===== src/sv/dht_pkg.sv =====
`timescale 1ns / 1ps
package dht_pkg;

	// table geometry
	localparam int SLOTS  = 1024;
	localparam int SLOT_W = $clog2(SLOTS);
	localparam int CNT_W  = SLOT_W + 1;

	// fixed field widths
	localparam int CFG_W  = 11;
	localparam int H2_W   = CFG_W + 1;
	localparam int KEY_W  = 64;
	localparam int TAG_W  = 24;
	localparam int DATA_W = 32;
	localparam int STAT_W = 11;
	localparam int IN_W   = 120;
	localparam int OUT_W  = 120;
	localparam int ENT_W  = 2 + TAG_W + DATA_W;

	localparam logic [CFG_W-1:0] TSZ_RESET = 11'd1021;
	localparam logic [CFG_W-1:0] SP_RESET  = 11'd1019;
	localparam logic [H2_W-1:0]  STEP_BASE = 12'd10;
	localparam logic [STAT_W-1:0] HEAVY_LIMIT = 11'd10;

	// register indexes
	localparam logic REG_TSIZE = 1'b0;
	localparam logic REG_PRIME = 1'b1;

	// operations
	localparam logic [1:0] F_INSERT = 2'd0;
	localparam logic [1:0] F_REMOVE = 2'd1;
	localparam logic [1:0] F_LOOKUP = 2'd2;
	localparam logic [1:0] F_NONE   = 2'd3;

	// result status
	localparam logic [1:0] R_DONE = 2'd0;
	localparam logic [1:0] R_DUP  = 2'd1;
	localparam logic [1:0] R_NF   = 2'd2;
	localparam logic [1:0] R_FULL = 2'd3;

	// slot states
	localparam logic [1:0] S_EMPTY = 2'd0;
	localparam logic [1:0] S_LIVE  = 2'd1;
	localparam logic [1:0] S_DEL   = 2'd2;

	typedef enum logic [2:0] {
		CLEAR, IDLE, DIV, STEP, RD, EVAL, HOLD
	} state_t;

	typedef struct packed {
		logic clear;
		logic load;
		logic div;
		logic step;
		logic read;
		logic eval;
		logic xfer;
	} cmd_t;

	typedef struct packed {
		logic clr_done;
		logic div_done;
		logic step_done;
		logic finish;
		logic func_bad;
		logic out_busy;
	} sts_t;

	function automatic logic [CNT_W-1:0] eff_size(input logic [CFG_W-1:0] v);
		logic [31:0] t;
		t = 32'(v);
		if (t == 32'd0) t = 32'd1;
		if (t > 32'(SLOTS)) t = 32'(SLOTS);
		return CNT_W'(t);
	endfunction

endpackage


===== src/sv/dht_ctrl.sv =====
`timescale 1ns / 1ps
module dht_ctrl
	import dht_pkg::*;
(
	input  logic clk,
	input  logic arst_n,
	input  logic in_tvalid,
	output logic in_tready,
	input  sts_t sts,
	output cmd_t cmd
);

	state_t state_q, state_d;

	always_ff @(posedge clk or negedge arst_n) begin
		if (!arst_n) state_q <= CLEAR;
		else         state_q <= state_d;
	end

	// next state
	always_comb begin
		state_d = state_q;
		unique case (state_q)
			CLEAR: if (sts.clr_done) state_d = IDLE;
			IDLE:  if (in_tvalid) state_d = sts.func_bad ? HOLD : DIV;
			DIV:   if (sts.div_done) state_d = STEP;
			STEP:  if (sts.step_done) state_d = RD;
			RD:    state_d = EVAL;
			EVAL:  state_d = sts.finish ? HOLD : RD;
			HOLD:  if (!sts.out_busy) state_d = IDLE;
			default: state_d = CLEAR;
		endcase
	end

	// outputs
	always_comb begin
		cmd = '0;
		in_tready = 1'b0;
		unique case (state_q)
			CLEAR: cmd.clear = 1'b1;
			IDLE: begin
				in_tready = 1'b1;
				cmd.load = in_tvalid;
			end
			DIV:  cmd.div = 1'b1;
			STEP: cmd.step = 1'b1;
			RD:   cmd.read = 1'b1;
			EVAL: cmd.eval = 1'b1;
			HOLD: cmd.xfer = !sts.out_busy;
			default: cmd = '0;
		endcase
	end

endmodule


===== config.mk =====
export PLATFORM = sky130hd
export DESIGN_NAME = dht_ctrl
export DESIGN_NICKNAME = d
export VERILOG_FILES = /design/src/sv/dht_pkg.sv /design/src/sv/dht_ctrl.sv
export SDC_FILE = /design/constraint.sdc
export NUM_CORES = 1
export LEC_CHECK = 0
export BUFFER_PORTS_ARGS = -buffer_cell sky130_fd_sc_hd__buf_2
export CAP_MARGIN = 25
export CORE_AREA = 3 3 40 42
export CTS_CLUSTER_DIAMETER = 200
export CTS_CLUSTER_SIZE = 20
export DETAILED_ROUTE_END_ITERATION = 16
export DIE_AREA = 0 0 43 45
export GPL_ROUTABILITY_DRIVEN = 0
export RECOVER_POWER = 100
export SLEW_MARGIN = 20
export SYNTH_ARGS = -nofsm -noshare
export SYNTH_HDL_FRONTEND = slang
export SYNTH_SLANG_ARGS = --single-unit

===== constraint.sdc =====
create_clock -name clk -period 1.55 [get_ports clk]
set_input_delay 0.155 -clock clk [delete_from_list [all_inputs] [get_ports clk]]
set_output_delay 0.155 -clock clk [all_outputs]
set_load 0.01 [all_outputs]

Yosys cells after proc, flatten, opt, wreduce, memory -nomap -nowiden. Cells that the tools add are included.

Equality and inequality tests: 11. Reductions and logical operators: 3. Multiplexer cells: 16.

Operators by type and width (number): case mux 3 bit (7 select lines) (1); two-way mux 3 bit (6); inequality test 2 bit (second input constant) (5); == test 3 bit (second input constant) (3); two-way mux 1 bit (8); == test 3 x 2 -> 1 bit (second input constant) (2); AND reduction 5 bit (1); == test 3 x 1 -> 1 bit (second input constant) (1); logical NOT 3 bit (1); two-way mux 2 bit (1); logical NOT 1 bit (1).

Logic and storage cells: 31. Output and inout port bits: 8. Bits in registers: 3. Bits of input ports: 9.

Logic depth before layout (Yosys ltp). Gate-level depths: netlist (run 1).

Depth after elaboration: 3. Depth in mapped cells: 4. Gate-level depth less buffers: 3.

Worst setup path before layout (run 1). Ideal clock, no wire load.

Path kind: register to output. From: register state_q[1]. To: output port cmd[0] (netlist name). Data arrival time: 874 ps. Cell stages (with the launch flop): 4. Buffers on the path: 1. Path slack: 521 ps. Cell sequence: dfrtp_1 buf_6 inv_4 nor4b_2.

RTL lines: start, declared (line dht_ctrl.sv:13) `state_t state_q, state_d;`; start signal, assigned (line dht_ctrl.sv:17) `else state_q <= state_d;`; end, declared (line dht_ctrl.sv:10) `output cmd_t cmd`.

==> out/summary.md, run 1 <==
- **Seq cells post-synth** 3
- **core area** 1285 um^2
- **Remaining DRCs** 0
- **largest stage delay on the critical path** 0.55 ns
- **maximum root-to-sink buffer count** 2
- **CP cell instances** inv_4 > nor4b_2 > buf_2
- **global-route wire length before repair** 1.104 mm
- **register with the highest flop count** state_q
- **final net count** 61
- **dominant combinational cell family by area after synthesis** simple AND/OR/NAND/NOR gates
- **antenna violations before repair** 0
- **area fraction in and, or, nand and nor cells after synthesis** 33.94%
- **leakage power** 0.1778 nW
- **area overhead of the layout relative to synthesis** 36.24%
- **number of pins exceeding their max-slew limit in the final report** 0
- **layout cell share with drive strength beyond 1** 31.37%
- **iteration-0 DRC count of the detailed router** 3
- **Filler Cell Count** 152
- **part of the power in registers** 32.0%
- **total negative setup slack** 0 ns
- **peak ir drop on the vdd network** 0.4967 mV
- **number of cells on the worst reg-to-reg path** 3
- **Worst Hold Margin** 0.2306 ns
- **Pwr per Cell Area** 1869 nW/um^2
- **count of yosys warnings during synthesis** 0
- **clock sink count** 3
- **CTS H-Tree Depth** 1
- **arrival time at the worst endpoint** 1.29 ns
- **final HPWL from detailed placement** 509.2 um
- **critical path class** flop to output pin
- **Psw** 0.3238 mW
- **post-CTS setup buffer count** 0
- **Synth Net Count** 42
- **Synth Area per Inst** 8.266 um^2
- **Worst EP required** 1.39 ns
- **total global routing track utilization** 8.257%
- **detail-routed net length per standard cell** 10.35 um
- **destination of the critical timing path** cmd[0]
- **I/O pin total** 17
- **top achievable clock speed** 691.6 MHz
- **Port Buffers** 16
- **Crit. End Element** output pin
- **run status** completed
- **type of the worst min-delay path** primary input to flop
- **Antenna Nets Post-Route** 0
- **via count normalized by instance count** 4.470
- **worst relative slew slack** 75.99%
- **largest registers** state_q x3
- **number of maximum-capacitance constraint violations** 0
- **Post-Place Worst Slack** 0.2888 ns
- **critical path startpoint** state_q[1]
- **Switching Fraction** 46.62%
- **multiplexer fraction of the synthesized cell area** 4.128%
- **reg-to-reg setup timing slack** 0.27 ns
- **total of endpoints with negative setup slack in the final report** 0
- **effective utilization at floorplan** 21.23%
- **utilization after layout** 28.92%
- **fraction of registers with async set or reset after synthesis** 100.0%
- **Design Power** 0.6946 mW
- **Gate power share** 47.4%
- **CTS clock-pin slew for the worst setup and hold paths** 0.04 ns
- **number of global-route vias before repair** 263
- **Worst Max-Slew Pin Slew** 0.3601 ns
- **DIE WIDTH** 43 um
- **setup clock skew after layout** 0.006182 ns
- **endpoint of the most critical register-to-register path** state_q[0]
- **final hold violation count** 0
- **number of synthesized flops with an enable pin** 0
- **period utilization** 93.29%
- **Root Buffer** sky130_fd_sc_hd__clkbuf_4
- **Yosys cell types** 22
- **cts-stage hold buffer count** 1
- **Pint** 0.3708 mW
- **critical-path maximum fanout** 12
- **area of the die** 1935 um^2
- **min setup slack post-route** 0.1041 ns
- **total CTS buffers** 3
- **Post-Syn Area** 272.8 um^2
- **RSZ-0062 raised after global routing** no
- **instance count of the mapped netlist** 33
- **startpoint type of the worst setup path** flop
- **dominant delay contributor by cell family on the critical path** flip-flops
- **Synth Area in Compound Gates** 22.94%
- **minimum clock period after layout** 1.446 ns
- **aggregate global routing overflow** 0
- **Clk Latency, worst-skew pair** 0.24 ns
- **fraction of the yosys area taken by sequential cells** 27.52%
- **Detailed Routing Iterations Pass 1** 2
- **vias after detailed routing** 295
- **detailed-route wire length** 683 um
- **number of cells on the critical path** 3
- **fraction of the mapped netlist area in adder cells** 0%
- **Chip Height** 45 um
- **prevailing post-synth register cell** sky130_fd_sc_hd__dfrtp_1
- **clock power share** 20.6%
- **number of cells upsized or downsized after cts** 0
- **parity-gate share of the synthesized area counting xor and xnor cells** 0%
- **Largest register FFs** 3
- **critical register-to-register path startpoint** state_q[1]
- **cell with the largest stage delay on the worst path** sky130_fd_sc_hd__dfrtp_1
- **number of antenna repair diodes** 0
- **count of buffer and inverter cells on the critical path** 2
- **maximum number of pins on one net before global-route repair** 13
- **clock tree from TritonCTS** done
- **row count** 13
cells in the final DEF (no fill, tap or decap):
| cell | instances |
|---|---|
| sky130_fd_sc_hd__buf_2 | 9 |
| sky130_fd_sc_hd__and3b_1 | 1 |
| sky130_fd_sc_hd__inv_4 | 1 |
| sky130_fd_sc_hd__nand3b_1 | 1 |
| sky130_fd_sc_hd__o21ai_0 | 4 |
| sky130_fd_sc_hd__nand2b_1 | 2 |
| sky130_fd_sc_hd__dfrtp_1 | 3 |
| sky130_fd_sc_hd__and3_1 | 2 |
| sky130_fd_sc_hd__nor3_1 | 2 |
| sky130_fd_sc_hd__a21oi_1 | 1 |
| sky130_fd_sc_hd__a21o_1 | 1 |
| sky130_fd_sc_hd__a21oi_2 | 1 |
| sky130_fd_sc_hd__nor2_1 | 3 |
| sky130_fd_sc_hd__a31oi_1 | 1 |
| sky130_fd_sc_hd__mux2_2 | 1 |
| sky130_fd_sc_hd__nand2_1 | 2 |
| sky130_fd_sc_hd__dlygate4sd3_1 | 1 |
| sky130_fd_sc_hd__clkbuf_1 | 8 |
| sky130_fd_sc_hd__a221oi_1 | 1 |
| sky130_fd_sc_hd__nor3b_1 | 1 |
| sky130_fd_sc_hd__nor4b_2 | 1 |
| sky130_fd_sc_hd__clkbuf_4 | 3 |
| sky130_fd_sc_hd__inv_1 | 1 |
routing by layer:
metal | global-route usage, % | routed length [um]
met4 | 10.84 | 31
met1 | 9.201 | 286
met5 | 0 | 0
met2 | 10.48 | 300
met3 | 3.187 | 64
through the flow:
stage | instances | cell area (um^2)
after detailed placement | 61 | 350.3
final | 66 | 371.6
after global routing | 66 | 371.6
after CTS | 66 | 386.6
after global placement | 61 | 350.3
after floorplan | 33 | 272.8
cell usage after synthesis, types with 2 or more instances:
cell,count,area [um^2]
sky130_fd_sc_hd__buf_2,2,10.01
sky130_fd_sc_hd__nor3_1,2,10.01
sky130_fd_sc_hd__nor2_1,3,11.26
sky130_fd_sc_hd__dfrtp_1,3,75.07
sky130_fd_sc_hd__nand2_1,2,7.510
sky130_fd_sc_hd__nand2b_1,2,12.51
sky130_fd_sc_hd__and3_1,2,12.51
sky130_fd_sc_hd__o21ai_0,3,15.01
worst min path at each step:
stage | startpoint | endpoint | cells after the start
2_1_floorplan | arst_n | state_q[0] | 0
3_3_place_gp | arst_n | state_q[2] | 1
3_5_place_dp | arst_n | state_q[2] | 1
4_1_cts | sts[3] | state_q[0] | 4
5_1_grt | sts[3] | state_q[1] | 3
6_report | sts[3] | state_q[1] | 3
tightest hold or removal path, delay by kind of cell:
kind / cells / cell delay, ns
and+or+nand+nor: 1 / 0.14
AOI/OAI and AO/OA: 1 / 0.04
buffers and inverters: 1 / 0.08
power groups by stage:
stage	Combinational [mW]	Clock (mW)	Sequential, mW
after floorplan	0.376	0	0.135
final	0.329	0.143	0.223
after detailed placement	0.365	0	0.225
after global routing	0.369	0.157	0.237
after CTS	0.368	0.147	0.226
after global placement	0.366	0	0.224
final cells by class:
type	instances	area [um^2]	area share [%]
well taps	15	18.77	5.051
inverters	2	10.01	2.694
repair buffers	17	81.33	21.89
multi-input cells	25	160.2	43.10
flip-flops and latches	3	75.07	20.20
clock buffers	4	26.28	7.071
kinds of logic (layout without fill, tap and decap cells):
logic type | count (synthesis) | after routing
buf+inv | 5 | 23
compound gates | 9 | 9
simple gates | 15 | 15
mux | 1 | 1
flops | 3 | 3
Power figures use the tool's default switching activity.
==> run 2, diff against run 1 <==
--- a/config.mk
+++ b/config.mk
@@ -14,6 +14,8 @@
 export DIE_AREA = 0 0 43 45
 export GPL_ROUTABILITY_DRIVEN = 0
 export RECOVER_POWER = 100
+export REMOVE_ABC_BUFFERS = 1
+export SETUP_SLACK_MARGIN = 0.4
 export SLEW_MARGIN = 20
 export SYNTH_ARGS = -nofsm -noshare
 export SYNTH_HDL_FRONTEND = slang
==> out/summary.md, run 2 (synthesis results as in run 1) <==
- **Worst EP required** 1.39 ns
- **total CTS buffers** 3
- **Clk Latency, worst-skew pair** 0.23 ns
- **CTS clock-pin slew for the worst setup and hold paths** 0.04 ns
- **total negative setup slack** 0 ns
- **final net count** 69
- **via count normalized by instance count** 4.500
- **summed area of non-filler cells in the final layout** 457.9 um^2
- **Worst Max-Slew Pin Slew** 0.2532 ns
- **critical path class** flop to output pin
- **Detailed Routing Iterations Pass 1** 4
- **largest stage delay on the critical path** 0.47 ns
- **minimum clock period after layout** 1.380 ns
- **Post-Place Worst Slack** 0.2738 ns
- **period utilization** 89.01%
- **detail-routed net length per standard cell** 12.15 um
- **leakage power** 0.2257 nW
- **iteration-0 DRC count of the detailed router** 6
- **Pwr per Cell Area** 2050 nW/um^2
- **critical-path maximum fanout** 7
- **Placement Cell Area** 350.3 um^2
- **Chip Height** 45 um
- **maximum number of pins on one net before global-route repair** 8
- **Port Buffers** 16
- **aggregate global routing overflow** 0
- **layout cell share with drive strength beyond 1** 49.15%
- **number of global-route vias before repair** 336
- **I/O pin total** 17
- **worst relative slew slack** 83.12%
- **arrival time at the worst endpoint** 1.22 ns
- **effective utilization at floorplan** 21.23%
- **maximum root-to-sink buffer count** 2
- **most frequent standard cell in the layout excluding fill and tap cells** sky130_fd_sc_hd__buf_2
- **area overhead of the layout relative to synthesis** 67.89%
- **CP cell instances** clkbuf_1 > nand2b_4 > nor2_1 > buf_2
- **RSZ-0062 raised after global routing** yes
- **number of pins exceeding their max-slew limit in the final report** 0
- **core area** 1285 um^2
- **CTS H-Tree Depth** 1
- **utilization after layout** 35.64%
- **largest registers** state_q x3
- **final HPWL from detailed placement** 489.5 um
- **type of the worst min-delay path** primary input to flop
- **vias after detailed routing** 333
- **top achievable clock speed** 724.8 MHz
- **antenna violations before repair** 0
- **Largest register FFs** 3
- **Remaining DRCs** 0
- **DIE WIDTH** 43 um
- **cell with the largest stage delay on the worst path** sky130_fd_sc_hd__dfrtp_1
- **register with the highest flop count** state_q
- **Antenna Nets Post-Route** 0
- **run status** completed
- **clock sink count** 3
- **clock tree from TritonCTS** done
- **Crit. End Element** output pin
- **peak ir drop on the vdd network** 0.6833 mV
- **global-route wire length before repair** 1.455 mm
- **total global routing track utilization** 10.52%
- **highest-count cells in the layout ignoring fill and taps** sky130_fd_sc_hd__buf_2 (11), sky130_fd_sc_hd__clkbuf_1 (8), sky130_fd_sc_hd__buf_4 (4)
- **total of endpoints with negative setup slack in the final report** 0
- **final hold violation count** 0
- **reg-to-reg setup timing slack** 0.22 ns
- **Root Buffer** sky130_fd_sc_hd__clkbuf_4
- **area of the die** 1935 um^2
- **Worst Hold Margin** 0.2412 ns
- **number of maximum-capacitance constraint violations** 0
- **min setup slack post-route** 0.1703 ns
- **row count** 13
- **startpoint type of the worst setup path** flop
- **number of antenna repair diodes** 0
- **setup clock skew after layout** 0.004165 ns
- **detailed-route wire length** 899 um
## run 2: cell count changes in the layout (fill, tap and decap cells not counted), moves of 2 or more
| cell | delta |
|---|---|
| sky130_fd_sc_hd__buf_2 | +2 |
| sky130_fd_sc_hd__buf_4 | +4 |
| sky130_fd_sc_hd__buf_6 | +2 |
| sky130_fd_sc_hd__o21ai_0 | -2 |
## run 2: cell type report
type / count / area, um^2
clock buffers: 4 / 26.28
fillers: 159 / 827.0
inverters: 2 / 10.01
multi-input cells: 25 / 182.7
flip-flops and latches: 3 / 76.32
well taps: 15 / 18.77
repair buffers: 25 / 143.9
## run 2: metrics by stage
stage                     power (mW)  instances
after global placement        0.5937         61
after detailed placement      0.5922         61
final                         0.9388         74
after global routing           1.012         74
after floorplan               0.4599         30
after CTS                     0.9322         74
## run 2: what timing repair did
action	in CTS	in global routing
gates resized for setup	9	2
pin swaps	1	0
endpoints found under the setup margin	10	10
cloned	0	0
endpoints found under the hold margin	3	0
hold buffers	1	0
setup buffers	8	0
## run 2: final timing paths
path                       startpoint    endpoint  cells after the start
min in group asynchronous      arst_n  state_q[0]                      2
setup reg to reg           state_q[0]  state_q[1]                      4
max in group asynchronous      arst_n  state_q[2]                      2
hold reg to reg            state_q[1]  state_q[1]                      2
hold / removal                 sts[3]  state_q[0]                      4
setup / recovery           state_q[0]      cmd[5]                      4
## run 2: routing by layer
layer  up-vias  global-route usage, %  part of all wire (%)
li1        170                      -                     -
met1       148                  12.38                    43
met2        15                  17.37                    47
met3         0                  4.382                   9.5
met4         0                  3.614                     0
met5         -                      0                     0
## run 2: power breakdown
group / leakage, nW / switching [mW] / internal, mW
Combinational: 0.175 / 0.296 / 0.306
Clock: 0.0150 / 0.0403 / 0.0964
Sequential: 0.0353 / 0.0799 / 0.120
Total: 0.226 / 0.416 / 0.522
## run 2: worst max-delay path: cells and delay by family (launching register included)
| kind | cells | cell delay, ns |
|---|---|---|
| buffers and inverters | 2 | 0.32 |
| flip-flops | 1 | 0.47 |
| AND/OR/NAND/NOR | 2 | 0.19 |
